--- src/rrqs_pkg.sv ---
// Shared types, sizes and helpers for the round-robin quantum scheduler.
package rrqs_pkg;

    localparam int QUEUE_DEPTH = 16;
    localparam int WORK_BITS   = 16;
    localparam int PTR_W       = (QUEUE_DEPTH > 1) ? $clog2(QUEUE_DEPTH) : 1;
    localparam int CNT_W       = $clog2(QUEUE_DEPTH + 1);
    localparam int ID_W        = 8;
    localparam int QUOTA_W     = 8;
    localparam int IN_WORK_W   = 16;
    localparam int REM_W       = 16;
    localparam int STATUS_W    = 3;

    typedef logic [PTR_W-1:0]     t_ptr;
    typedef logic [CNT_W-1:0]     t_cnt;
    typedef logic [WORK_BITS-1:0] t_work;
    typedef logic [ID_W-1:0]      t_id;
    typedef logic [QUOTA_W-1:0]   t_quota;
    typedef logic [REM_W-1:0]     t_rem;

    typedef enum logic {
        KIND_ADD   = 1'b0,
        KIND_SERVE = 1'b1
    } t_kind;

    typedef enum logic [STATUS_W-1:0] {
        ST_ADDED    = 3'd0,
        ST_FULL     = 3'd1,
        ST_REQUEUED = 3'd2,
        ST_FINISHED = 3'd3,
        ST_EMPTY    = 3'd4
    } t_status;

    typedef enum logic [1:0] {
        S_IDLE,
        S_CALC,
        S_OUT
    } t_state;

    typedef struct packed {
        t_id    id;
        t_work  work;
        t_quota quota;
    } t_entry;

    localparam int ENTRY_W = $bits(t_entry);

    typedef struct packed {
        logic accept;
        logic serve_done;
    } t_dp_cmd;

    typedef struct packed {
        logic needs_read;
    } t_dp_stat;

    function automatic t_ptr next_ptr(input t_ptr p);
        t_ptr r;
        if (p == t_ptr'(QUEUE_DEPTH - 1)) begin
            r = '0;
        end else begin
            r = p + t_ptr'(1);
        end
        return r;
    endfunction

endpackage

--- src/rrqs_in_if.sv ---
// Request channel: task add or serve beats.
interface rrqs_in_if;
    logic       valid;
    logic       ready;
    logic       kind;
    logic [7:0] task_id;
    logic [15:0] total_work;
    logic [7:0] quota;

    modport source (output valid, output kind, output task_id, output total_work,
                    output quota, input ready);
    modport sink   (input valid, input kind, input task_id, input total_work,
                    input quota, output ready);
endinterface

--- src/rrqs_out_if.sv ---
// Result channel: status, served id and remaining work beats.
interface rrqs_out_if;
    logic        valid;
    logic        ready;
    logic [2:0]  status;
    logic [7:0]  served_id;
    logic [15:0] remaining_work;

    modport source (output valid, output status, output served_id,
                    output remaining_work, input ready);
    modport sink   (input valid, input status, input served_id,
                    input remaining_work, output ready);
endinterface

--- src/rrqs_ram.sv ---
// Generic single-write, single-read RAM with registered read data.
module rrqs_ram #(
    parameter int WIDTH = 32,
    parameter int DEPTH = 16
) (
    input  logic                                        i_clk,
    input  logic                                        i_wr_en,
    input  logic [((DEPTH > 1) ? $clog2(DEPTH) : 1)-1:0] i_wr_addr,
    input  logic [WIDTH-1:0]                            i_wr_data,
    input  logic                                        i_rd_en,
    input  logic [((DEPTH > 1) ? $clog2(DEPTH) : 1)-1:0] i_rd_addr,
    output logic [WIDTH-1:0]                            o_rd_data
);

    logic [WIDTH-1:0] r_mem [DEPTH];
    logic [WIDTH-1:0] r_rd_data;

    always_ff @(posedge i_clk) begin
        if (i_wr_en) begin
            r_mem[i_wr_addr] <= i_wr_data;
        end
        if (i_rd_en) begin
            r_rd_data <= r_mem[i_rd_addr];
        end
    end

    assign o_rd_data = r_rd_data;

endmodule

--- src/rrqs_datapath.sv ---
// Datapath: ring pointers, occupancy, task ring memory and result registers.
module rrqs_datapath (
    input  logic               i_clk,
    input  logic               i_rst_n,
    input  rrqs_pkg::t_dp_cmd  i_cmd,
    output rrqs_pkg::t_dp_stat o_stat,
    input  logic               i_kind,
    input  logic [7:0]         i_task_id,
    input  logic [15:0]        i_total_work,
    input  logic [7:0]         i_quota,
    output logic [2:0]         o_status,
    output logic [7:0]         o_served_id,
    output logic [15:0]        o_remaining_work
);

    rrqs_pkg::t_ptr    r_head, n_head;
    rrqs_pkg::t_ptr    r_tail, n_tail;
    rrqs_pkg::t_cnt    r_occ, n_occ;
    rrqs_pkg::t_status r_status, n_status;
    rrqs_pkg::t_id     r_sid, n_sid;
    rrqs_pkg::t_rem    r_rem, n_rem;

    rrqs_pkg::t_entry  wr_entry;
    rrqs_pkg::t_entry  rd_entry;
    logic [rrqs_pkg::ENTRY_W-1:0] rd_data;
    logic              wr_en;
    logic              rd_en;
    logic              is_full;
    logic              is_empty;
    logic              is_add;
    logic              requeue;
    rrqs_pkg::t_work   left_work;

    assign is_full  = (r_occ == rrqs_pkg::t_cnt'(rrqs_pkg::QUEUE_DEPTH));
    assign is_empty = (r_occ == '0);
    assign is_add   = (rrqs_pkg::t_kind'(i_kind) == rrqs_pkg::KIND_ADD);
    assign o_stat.needs_read = !is_add && !is_empty;

    assign rd_entry  = rrqs_pkg::t_entry'(rd_data);
    assign requeue   = (rd_entry.work > rrqs_pkg::t_work'(rd_entry.quota));
    assign left_work = rd_entry.work - rrqs_pkg::t_work'(rd_entry.quota);

    assign rd_en = i_cmd.accept && o_stat.needs_read;

    always_comb begin
        n_head   = r_head;
        n_tail   = r_tail;
        n_occ    = r_occ;
        n_status = r_status;
        n_sid    = r_sid;
        n_rem    = r_rem;
        wr_en    = 1'b0;
        wr_entry.id    = rrqs_pkg::t_id'(i_task_id);
        wr_entry.work  = rrqs_pkg::t_work'(i_total_work);
        wr_entry.quota = rrqs_pkg::t_quota'(i_quota);
        priority if (i_cmd.accept) begin
            n_sid = '0;
            n_rem = '0;
            if (is_add) begin
                if (is_full) begin
                    n_status = rrqs_pkg::ST_FULL;
                end else begin
                    wr_en    = 1'b1;
                    n_tail   = rrqs_pkg::next_ptr(r_tail);
                    n_occ    = r_occ + rrqs_pkg::t_cnt'(1);
                    n_status = rrqs_pkg::ST_ADDED;
                end
            end else if (is_empty) begin
                n_status = rrqs_pkg::ST_EMPTY;
            end else begin
                n_head = rrqs_pkg::next_ptr(r_head);
            end
        end else if (i_cmd.serve_done) begin
            n_sid = rd_entry.id;
            if (requeue) begin
                wr_en          = 1'b1;
                wr_entry.id    = rd_entry.id;
                wr_entry.work  = left_work;
                wr_entry.quota = rd_entry.quota;
                n_tail         = rrqs_pkg::next_ptr(r_tail);
                n_status       = rrqs_pkg::ST_REQUEUED;
                n_rem          = rrqs_pkg::t_rem'(left_work);
            end else begin
                n_occ    = r_occ - rrqs_pkg::t_cnt'(1);
                n_status = rrqs_pkg::ST_FINISHED;
                n_rem    = '0;
            end
        end else begin
        end
    end

    always_ff @(posedge i_clk) begin
        if (!i_rst_n) begin
            r_head <= '0;
            r_tail <= '0;
            r_occ  <= '0;
        end else begin
            r_head <= n_head;
            r_tail <= n_tail;
            r_occ  <= n_occ;
        end
    end

    always_ff @(posedge i_clk) begin
        r_status <= n_status;
        r_sid    <= n_sid;
        r_rem    <= n_rem;
    end

    rrqs_ram #(
        .WIDTH (rrqs_pkg::ENTRY_W),
        .DEPTH (rrqs_pkg::QUEUE_DEPTH)
    ) u_ring (
        .i_clk     (i_clk),
        .i_wr_en   (wr_en),
        .i_wr_addr (r_tail),
        .i_wr_data (wr_entry),
        .i_rd_en   (rd_en),
        .i_rd_addr (r_head),
        .o_rd_data (rd_data)
    );

    assign o_status         = r_status;
    assign o_served_id      = r_sid;
    assign o_remaining_work = r_rem;

endmodule

--- src/rrqs_ctrl.sv ---
// Controller: sequences accept, ring read, update and result beat.
module rrqs_ctrl (
    input  logic               i_clk,
    input  logic               i_rst_n,
    input  logic               i_in_valid,
    output logic               o_in_ready,
    output logic               o_out_valid,
    input  logic               i_out_ready,
    input  rrqs_pkg::t_dp_stat i_stat,
    output rrqs_pkg::t_dp_cmd  o_cmd
);

    rrqs_pkg::t_state r_state, n_state;

    always_comb begin
        n_state = r_state;
        unique case (r_state)
            rrqs_pkg::S_IDLE: begin
                if (i_in_valid) begin
                    n_state = i_stat.needs_read ? rrqs_pkg::S_CALC : rrqs_pkg::S_OUT;
                end
            end
            rrqs_pkg::S_CALC: begin
                n_state = rrqs_pkg::S_OUT;
            end
            rrqs_pkg::S_OUT: begin
                if (i_out_ready) begin
                    n_state = rrqs_pkg::S_IDLE;
                end
            end
            default: begin
                n_state = rrqs_pkg::S_IDLE;
            end
        endcase
    end

    always_comb begin
        o_in_ready       = 1'b0;
        o_out_valid      = 1'b0;
        o_cmd.accept     = 1'b0;
        o_cmd.serve_done = 1'b0;
        unique case (r_state)
            rrqs_pkg::S_IDLE: begin
                o_in_ready   = 1'b1;
                o_cmd.accept = i_in_valid;
            end
            rrqs_pkg::S_CALC: begin
                o_cmd.serve_done = 1'b1;
            end
            rrqs_pkg::S_OUT: begin
                o_out_valid = 1'b1;
            end
            default: begin
            end
        endcase
    end

    always_ff @(posedge i_clk) begin
        if (!i_rst_n) begin
            r_state <= rrqs_pkg::S_IDLE;
        end else begin
            r_state <= n_state;
        end
    end

endmodule

--- src/round_robin_quantum_scheduler.sv ---
// Top level of the round-robin quantum scheduler.
// An add, a rejected add or a serve on an empty ring shows its result in the cycle after the
// request beat; a serve of a queued task first does a registered ring read, then the update.
// The controller holds one request until its result beat leaves and takes no new one before.
// Reset: synchronous active-low i_rst_n empties the ring (head, tail, occupancy cleared).
module round_robin_quantum_scheduler (
    input  logic         i_clk,
    input  logic         i_rst_n,
    rrqs_in_if.sink      i_in,
    rrqs_out_if.source   o_out
);

    rrqs_pkg::t_dp_cmd  cmd;
    rrqs_pkg::t_dp_stat stat;

    rrqs_ctrl u_ctrl (
        .i_clk       (i_clk),
        .i_rst_n     (i_rst_n),
        .i_in_valid  (i_in.valid),
        .o_in_ready  (i_in.ready),
        .o_out_valid (o_out.valid),
        .i_out_ready (o_out.ready),
        .i_stat      (stat),
        .o_cmd       (cmd)
    );

    rrqs_datapath u_dp (
        .i_clk            (i_clk),
        .i_rst_n          (i_rst_n),
        .i_cmd            (cmd),
        .o_stat           (stat),
        .i_kind           (i_in.kind),
        .i_task_id        (i_in.task_id),
        .i_total_work     (i_in.total_work),
        .i_quota          (i_in.quota),
        .o_status         (o_out.status),
        .o_served_id      (o_out.served_id),
        .o_remaining_work (o_out.remaining_work)
    );

endmodule
--- src/flat_wrapper.sv ---
// flat-port wrapper written by rule: the top's interface ports become plain ports
module round_robin_quantum_scheduler_flat 
  (i_clk, i_rst_n, i_in_valid, i_in_kind, i_in_task_id, i_in_total_work, i_in_quota, i_in_ready, o_out_valid, o_out_status, o_out_served_id, o_out_remaining_work, o_out_ready);
  rrqs_in_if i_in_i ();
  rrqs_out_if o_out_i ();
  input  logic i_clk;
  input  logic i_rst_n;
  input wire logic [$bits(i_in_i.valid)-1:0] i_in_valid;
  input wire logic [$bits(i_in_i.kind)-1:0] i_in_kind;
  input wire logic [$bits(i_in_i.task_id)-1:0] i_in_task_id;
  input wire logic [$bits(i_in_i.total_work)-1:0] i_in_total_work;
  input wire logic [$bits(i_in_i.quota)-1:0] i_in_quota;
  output wire logic [$bits(i_in_i.ready)-1:0] i_in_ready;
  output wire logic [$bits(o_out_i.valid)-1:0] o_out_valid;
  output wire logic [$bits(o_out_i.status)-1:0] o_out_status;
  output wire logic [$bits(o_out_i.served_id)-1:0] o_out_served_id;
  output wire logic [$bits(o_out_i.remaining_work)-1:0] o_out_remaining_work;
  input wire logic [$bits(o_out_i.ready)-1:0] o_out_ready;
  assign i_in_i.valid = i_in_valid;
  assign i_in_i.kind = i_in_kind;
  assign i_in_i.task_id = i_in_task_id;
  assign i_in_i.total_work = i_in_total_work;
  assign i_in_i.quota = i_in_quota;
  assign i_in_ready = i_in_i.ready;
  assign o_out_valid = o_out_i.valid;
  assign o_out_status = o_out_i.status;
  assign o_out_served_id = o_out_i.served_id;
  assign o_out_remaining_work = o_out_i.remaining_work;
  assign o_out_i.ready = o_out_ready;
  round_robin_quantum_scheduler u_core (.i_clk(i_clk), .i_rst_n(i_rst_n), .i_in(i_in_i), .o_out(o_out_i));
endmodule
--- config.mk ---
export PLATFORM = sky130hd
export DESIGN_NAME = round_robin_quantum_scheduler_flat
export DESIGN_NICKNAME = d
export VERILOG_FILES = /design/src/rrqs_pkg.sv /design/src/rrqs_in_if.sv /design/src/rrqs_out_if.sv /design/src/rrqs_ram.sv /design/src/rrqs_datapath.sv /design/src/rrqs_ctrl.sv /design/src/round_robin_quantum_scheduler.sv /design/src/flat_wrapper.sv
export SDC_FILE = /design/constraint.sdc
export NUM_CORES = 1
export LEC_CHECK = 0
export BUFFER_PORTS_ARGS = -buffer_cell sky130_fd_sc_hd__buf_4
export CAP_MARGIN = 20
export CELL_PAD_IN_SITES_DETAIL_PLACEMENT = 0
export CELL_PAD_IN_SITES_GLOBAL_PLACEMENT = 1
export CORE_MARGIN = 5
export CORE_UTILIZATION = 49
export DETAILED_ROUTE_END_ITERATION = 8
export GPL_TIMING_DRIVEN = 0
export PLACE_DENSITY_LB_ADDON = 0.05
export SETUP_SLACK_MARGIN = 0.5
export SYNTH_ARGS = -nofsm -noshare
export SYNTH_HDL_FRONTEND = slang
export SYNTH_HIERARCHICAL = 1
export SYNTH_SLANG_ARGS = --single-unit
export TNS_END_PERCENT = 1
--- constraint.sdc ---
create_clock -name i_clk -period 4.77 [get_ports i_clk]
set_clock_uncertainty 0.05 [all_clocks]
set_input_delay 0.477 -clock i_clk [delete_from_list [all_inputs] [get_ports i_clk]]
set_output_delay 0.477 -clock i_clk [all_outputs]
set_load 0.02 [all_outputs]
Yosys cells after proc, flatten, opt, wreduce, memory -nomap -nowiden
Memory sizes are Yosys's and may differ from the RTL's. A register that Yosys moved wholly into a read port is not among the register bits.
Index checks and enable logic that the tools add are counted.
W data, S select, Z words.
{ "classes": {"mux": 37, "add_sub_neg": 5, "bitwise": 1, "n_shift": 0, "div_mod_pow": 0, "reduce_logical": 12, "eq_ne": 11, "magnitude_cmp": 1, "multipliers": 0} }
{ "op_table": {"columns": ["cell", "n"], "rows": [
  ["$mux W32", 3],
  ["$mux W4", 7],
  ["$mux W5", 5],
  ["$gt A16 B8 Y1", 1],
  ["$mux W16", 1],
  ["$sub A16 B8 Y16", 1],
  ["$mux W1", 13],
  ["$mux W3", 4],
  ["$ne A2 B2 Y1 const B", 5],
  ["$add A4 B1 Y4 const B", 2],
  ["$eq A4 B4 Y1 const B", 2],
  ["$reduce_and A4 Y1", 2],
  ["$mux W2", 3],
  ["$pmux W2 S3", 1],
  ["$add A5 B1 Y5 const B", 1],
  ["$eq A5 B5 Y1 const B", 1],
  ["$logic_not A5 Y1", 1],
  ["$sub A5 B1 Y5 const B", 1],
  ["$reduce_and A2 Y1", 2],
  ["$reduce_bool A2 Y1", 2],
  ["$ne A3 B2 Y1 const B", 1],
  ["$reduce_and A3 Y1", 1],
  ["$eq A2 B1 Y1 const B", 1],
  ["$eq A2 B2 Y1 const B", 1],
  ["4 further kinds", 5]
]} }
{ "totals": {"ramBits": 512, "output_inout_bits": 29, "mem_count": 1, "regBits": 42, "elab_cells": 75, "latch_bits": 0, "rom_bits": 0, "input_bits": 37} }
{ "memory_table": {"columns": ["name", "depth", "width", "read_ports", "rd_ports_with_merged_regs", "write_ports", "line", "source"], "rows": [
  ["u_core.u_dp.u_ring.r_mem", 16, 32, 1, 1, 1, "rrqs_ram.sv:15", "logic [WIDTH-1:0] r_mem [DEPTH];"]
]} }

Logic depth before layout (Yosys ltp)
{ "logic_depth": {"depth_word": 6, "ltp_mapped": 11, "mapped_depth_nobuf": 9} }

Modules after synthesis
Netlist, hierarchy kept.
{ "modules_own_cells": {"columns": ["mod", "area_each_um2", "seq_area_each_um2", "cells_each", "instances"], "rows": [
  ["rrqs_ram", 20155.6, 16335.7, 838, 1],
  ["rrqs_datapath", 2556.2, 830.8, 327, 1],
  ["rrqs_ctrl", 107.6, 40.0, 12, 1]
]} }

Worst setup path after synthesis
OpenSTA, ideal clock, no wires.
{ "synth_path": {"path_type": "reg-to-reg", "startpoint": "reg u_core.u_dp.u_ring.r_rd_data[0], in the netlist u_core/u_dp/u_ring/o_rd_data[0] (read register of u_core.u_dp.u_ring.r_mem)", "endpoint": "mem u_core.u_dp.u_ring.r_mem[0][0] (enable)", "setup_time_ns": 0.461, "t_arrival_ns": 4.635, "n_path_buf": 0, "path_stages_with_launch": 9, "required_ns": 4.259, "period_less_slack_ns": 5.146, "slack_ns": -0.376, "cell_sequence": "edfxtp_1 ha_1 fa_1 nand2b_1 a211oi_1 nor2_1 o21ai_2 or3b_2 nor3_1"} }
{ "synth_between": {"elab_chain_cells": 6} }
{ "synth_rtl": {"columns": ["item", "line", "source"], "rows": [
  ["start: declaration", "rrqs_ram.sv:16", "logic [WIDTH-1:0] r_rd_data;"],
  ["$gt A16 B8 Y1", "rrqs_datapath.sv:40", "assign requeue = (rd_entry.work > rrqs_pkg::t_work'(rd_entry.quota));"],
  ["$mux W1", "rrqs_datapath.sv:75", "if (requeue) begin"],
  ["$mux W1", "rrqs_datapath.sv:73", "end else if (i_cmd.serve_done) begin"],
  ["$mux W1", "rrqs_datapath.sv:56", "priority if (i_cmd.accept) begin"],
  ["via u_core.u_dp.wr_en", "rrqs_datapath.sv:26", "logic wr_en;"],
  ["$mux W1", "rrqs_ram.sv:19", "if (i_wr_en) begin"],
  ["$mux W1 (implied by the code)", "rrqs_ram.sv:20", "r_mem[i_wr_addr] <= i_wr_data;"],
  ["end: declaration", "rrqs_ram.sv:15", null]
]} }
The timed path passes the listed nets, and every way through them passes these cells.

==> impl.org <==
** CTS
- Skew-Pair Late Insertion Delay :: 620 ps
- Clock tree synthesis found a total of 586 sinks.
- TritonCTS built the clock tree.
- The tree is rooted in a sky130_fd_sc_hd__clkbuf_16.
- Total number of H-tree levels :: 2
- Hold-fix buffers, CTS :: 0
- Counting along the longest clock path gives a buffer depth of 3.
- Clock-pin slew was measured on the worst setup and hold paths at 60 ps.
- TritonCTS Buffers :: 59

** Yosys
- Area share of the largest cell type after synthesis :: 72.0%
- Average cell area after synthesis :: 19.4 um2
- Biggest area contributors in the synthesized netlist :: sky130_fd_sc_hd__edfxtp_1, sky130_fd_sc_hd__mux4_2, sky130_fd_sc_hd__dfxtp_1
- After synthesis the netlist holds a flip-flop and latch count of 586.
- The biggest area contributor in the post-synthesis netlist is sky130_fd_sc_hd__edfxtp_1.
- Number of distinct library cells after synthesis :: 57
- The most used flip-flop cell after synthesis is sky130_fd_sc_hd__edfxtp_1.
- Count of yosys warnings during synthesis :: 6
- Area of the mapped netlist :: 22800 um2
- Synthesized Nets :: 1229
- Async SR Flop Fraction :: 0%
- Sequential share of the synthesized area :: 75.4%
- Count of flip-flops with a built-in enable after synthesis :: 547
- Counting every instance in the synthesized netlist gives 1177.

** Flow run
- Max-cap violations in this run came to 0.

** Placement
- In this run the tool buffered the top-level ports with 65 buffer cells.
- After legalization and detailed placement, the total HPWL measured 37100 um.
- Weighted congestion at the end of routability-driven global placement :: 0.764

** Critical path
- The most critical setup path has its startpoint at u_core/u_dp/u_ring/o_rd_data[0]$_DFFE_PP_.
- CP max-delay cell :: sky130_fd_sc_hd__o21ai_0
- RR Startpoint :: u_core/u_dp/u_ring/o_rd_data[0]$_DFFE_PP_
- Most repeated library cell on the critical path :: sky130_fd_sc_hd__o21ai_0
- Critical Path Sink Type :: flop
- Critical Path Fanout Max :: 10
- Walking the worst path, the cells encountered are ha_1, fa_1, nand2b_1, a211oi_1, o21ai_0, a21bo_2, clkbuf_1, o21ai_0, buf_4.
- Data on the critical path is required at its endpoint by 5190 ps.
- The number of buffers and inverters on the critical path is 2.
- Crit Path Class :: reg2reg
- Data on the critical path arrives at its endpoint at 4870 ps.
- The largest single stage delay on the critical path is 880 ps.
- In this run the register-to-register setup slack is 320 ps.
- Top Family by Delay on Critical Path :: compound AO/OA/AOI/OAI gates
- Startpoint kind of the worst setup timing path :: flop

** Floorplanning
- During I/O placement, the number of pins put on the boundary was 66.
- Starting density of the core :: 49.2%
- Std-Cell Core Area :: 46400 um2
- DIE HEIGHT :: 226 um
- Floorplan die width :: 226 um
- The die covers 51000 um2.
- The floorplan has 79 rows.

** Timing
- The count of final hold-check violations was 0.
- Setup violations remaining at the end of the flow were counted as 0.
- Setup repair after global routing could not meet its margin everywhere.
- For the pin with the worst max-slew slack, the measured transition is 1060 ps.
- The worst pin sits at a relative slew slack of 28.8%.
- Final critical-path share of the clock period :: 93.3%
- The final count of pins violating max slew came to 0.
- The worst path in the final design needs a cycle of 4450 ps, including I/O delays and setup.
- Fmax :: 225 MHz
- Final hold slack :: 66.7 ps

** Power
- For this design the static power due to leakage is 8.64 nW.
- Pwr dens :: 414 nW/um2
- Total Power Consumption :: 11.0 mW
- Worst ir drop on vdd :: 0.298 mV

** Detailed routing
- The detailed router finished its first iteration with 1025 violations.
- Dividing the detail-routed wire length by the instance count gives 28.5 um.
- After detailed routing, the total wire length is 57100 um.
- Once detail routing completed, the nets flagged for antenna violations numbered 0.
- In the routed layout, each cell is associated on average with a via count of 5.87.
- For this run, design rule violations remaining after detail routing come to 0.
- Routed vias :: 11800
- The first TritonRoute pass finished after 5 iterations.

** Finish
- For this run, the post-layout net count is 1403.
- Fraction of layout cells with a size suffix above 1 :: 27.2%
- The number of antenna diodes in the final layout is 0.
- Area growth, synth to finish :: 16.7%
- Filler cell count :: 3529

** Global routing
- Maximum number of pins on one net before global-route repair :: 24
- The number of antenna violations at the first check in global routing was 0.
- First-pass GRT wire length :: 83000 um
- Overall routing resource usage :: 22.8%
- Vias in the first global route :: 12000
- Total global routing overflow :: 0

** Hold path
- Min-Delay Path Class :: in2reg
- The worst hold path begins at i_rst_n.

** Status
- Outcome :: finished, final reports clean
## path summary, 6_finish.rpt
check / cells after the start / end
worst max-delay path: 9 / u_core/u_dp/u_ring/r_mem[0][23]$_DFFE_PP_
worst min-delay path: 2 / u_core/u_ctrl/r_state[1]$_SDFFE_PN0P_
worst max register to register: 9 / u_core/u_dp/u_ring/r_mem[0][23]$_DFFE_PP_
worst min register to register: 1 / u_core/u_dp/o_remaining_work[8]$_SDFFE_PP0P_
## layout by cell type (no fill, tap or decap), types with 11 or more instances in the layout
cell type                     n
sky130_fd_sc_hd__a21o_1      11
sky130_fd_sc_hd__a21oi_1     16
sky130_fd_sc_hd__a22oi_1     64
sky130_fd_sc_hd__buf_12      16
sky130_fd_sc_hd__buf_2       19
sky130_fd_sc_hd__buf_4       84
sky130_fd_sc_hd__buf_6       13
sky130_fd_sc_hd__clkbuf_1    39
sky130_fd_sc_hd__clkbuf_16   59
sky130_fd_sc_hd__clkinv_1    11
sky130_fd_sc_hd__clkinv_2    14
sky130_fd_sc_hd__dfxtp_1     39
sky130_fd_sc_hd__edfxtp_1   547
sky130_fd_sc_hd__ha_1        13
sky130_fd_sc_hd__inv_1       15
sky130_fd_sc_hd__mux2i_1     16
sky130_fd_sc_hd__mux4_2     128
sky130_fd_sc_hd__nand2_1    102
sky130_fd_sc_hd__nor2_1      34
sky130_fd_sc_hd__nor2_4      12
sky130_fd_sc_hd__o21ai_0     28
## registers in the layout (all words and copies together), names as in the netlist
signal,count
u_core/u_dp/o_remaining_work,16
u_core/u_dp/r_occ,5
u_core/u_dp/r_head,4
u_core/u_dp/u_ring/r_mem,512
u_core/u_dp/u_ring/o_rd_data,32
u_core/u_ctrl/r_state,2
u_core/u_dp/o_status,3
u_core/u_dp/o_served_id,8
u_core/u_dp/r_tail,4
## synthesized netlist by cell type (all sizes together) (3+ instances only)
| library cell | number |
|---|---|
| mux4 | 128 |
| dfxtp | 39 |
| a21oi | 17 |
| nand4 | 3 |
| nor3 | 7 |
| mux2i | 16 |
| ha | 13 |
| and2 | 4 |
| clkbuf | 26 |
| a31oi | 3 |
| buf | 31 |
| edfxtp | 547 |
| a21o | 11 |
| xnor2 | 6 |
| xor2 | 10 |
| nand3 | 5 |
| nand2b | 7 |
| inv | 15 |
| nor2 | 47 |
| nor4 | 3 |
| a22o | 3 |
| nand3b | 3 |
| nand2 | 102 |
| o21ai | 35 |
| a22oi | 64 |
| nor2b | 6 |
## per-stage QoR
stage                     util, %  std cells  worst slack (ps)  setup TNS (ps)  area (um2)
after global routing         57.4       2006               139               0       26600
final                        57.4       2006               317               0       26600
after global placement       51.9       1849             -4420        -1217800       24100
after floorplan                 -       1177             -57.4           -5030       22800
after detailed placement     53.3       1889              15.5               0       24700
after CTS                    57.3       2001               278               0       26600
## cells by family after synthesis
| family | after synthesis | synth area share, % |
|---|---|---|
| AOI/OAI and AO/OA | 146 | 4.34 |
| xor gates and xnor gates | 16 | 0.614 |
| adders and majority gates | 15 | 0.888 |
| buffers and inverters | 72 | 1.40 |
| DFF | 586 | 75.4 |
| muxes | 146 | 13.4 |
| and+or+nand+nor | 196 | 3.92 |
## report_power, final
| group | internal [mW] | leakage [nW] | switching, mW | total (mW) |
|---|---|---|---|---|
| logic | 0.377 | 2.52 | 0.539 | 0.915 |
| registers | 5.76 | 5.25 | 0.0503 | 5.81 |
| clock network | 2.39 | 0.873 | 1.90 | 4.29 |
| total | 8.53 | 8.64 | 2.49 | 11.0 |
## worst reg2reg max path, cell delays in order (launching register included)
cell	delay, ps
sky130_fd_sc_hd__edfxtp_1	450
sky130_fd_sc_hd__ha_1	280
sky130_fd_sc_hd__fa_1	440
sky130_fd_sc_hd__nand2b_1	210
sky130_fd_sc_hd__a211oi_1	490
sky130_fd_sc_hd__o21ai_0	490
sky130_fd_sc_hd__a21bo_2	360
sky130_fd_sc_hd__clkbuf_1	360
sky130_fd_sc_hd__o21ai_0	890
sky130_fd_sc_hd__buf_4	300
## what timing repair did
item | 4_1_cts | 5_1_grt
endpoints found under the setup margin | 640 | 687
setup buffers | 3 | 4
resized for setup | 4 | 0
pin swaps | 2 | 3
## cell type report
| cell class | instances | area (um2) | share of cell area [%] |
|---|---|---|---|
| inverters | 15 | 56.3 | 0.211 |
| flip-flops and latches | 586 | 17200 | 64.6 |
| clock inverters | 35 | 263 | 0.987 |
| clock buffers | 74 | 1530 | 5.76 |
| multi-input cells | 519 | 5440 | 20.4 |
| plain buffers | 57 | 265 | 0.996 |
| well taps | 607 | 759 | 2.85 |
| repair buffers | 113 | 1110 | 4.16 |
## per-layer routing
metal	wire length (um)	track usage (%)	vias up
li1	-	-	5131
met1	24800	33.4	6176
met2	27500	36.6	395
met3	3820	3.67	73
met4	1040	5.15	0
met5	0	0	-
Note: power is estimated with default switching activity, not from simulation.
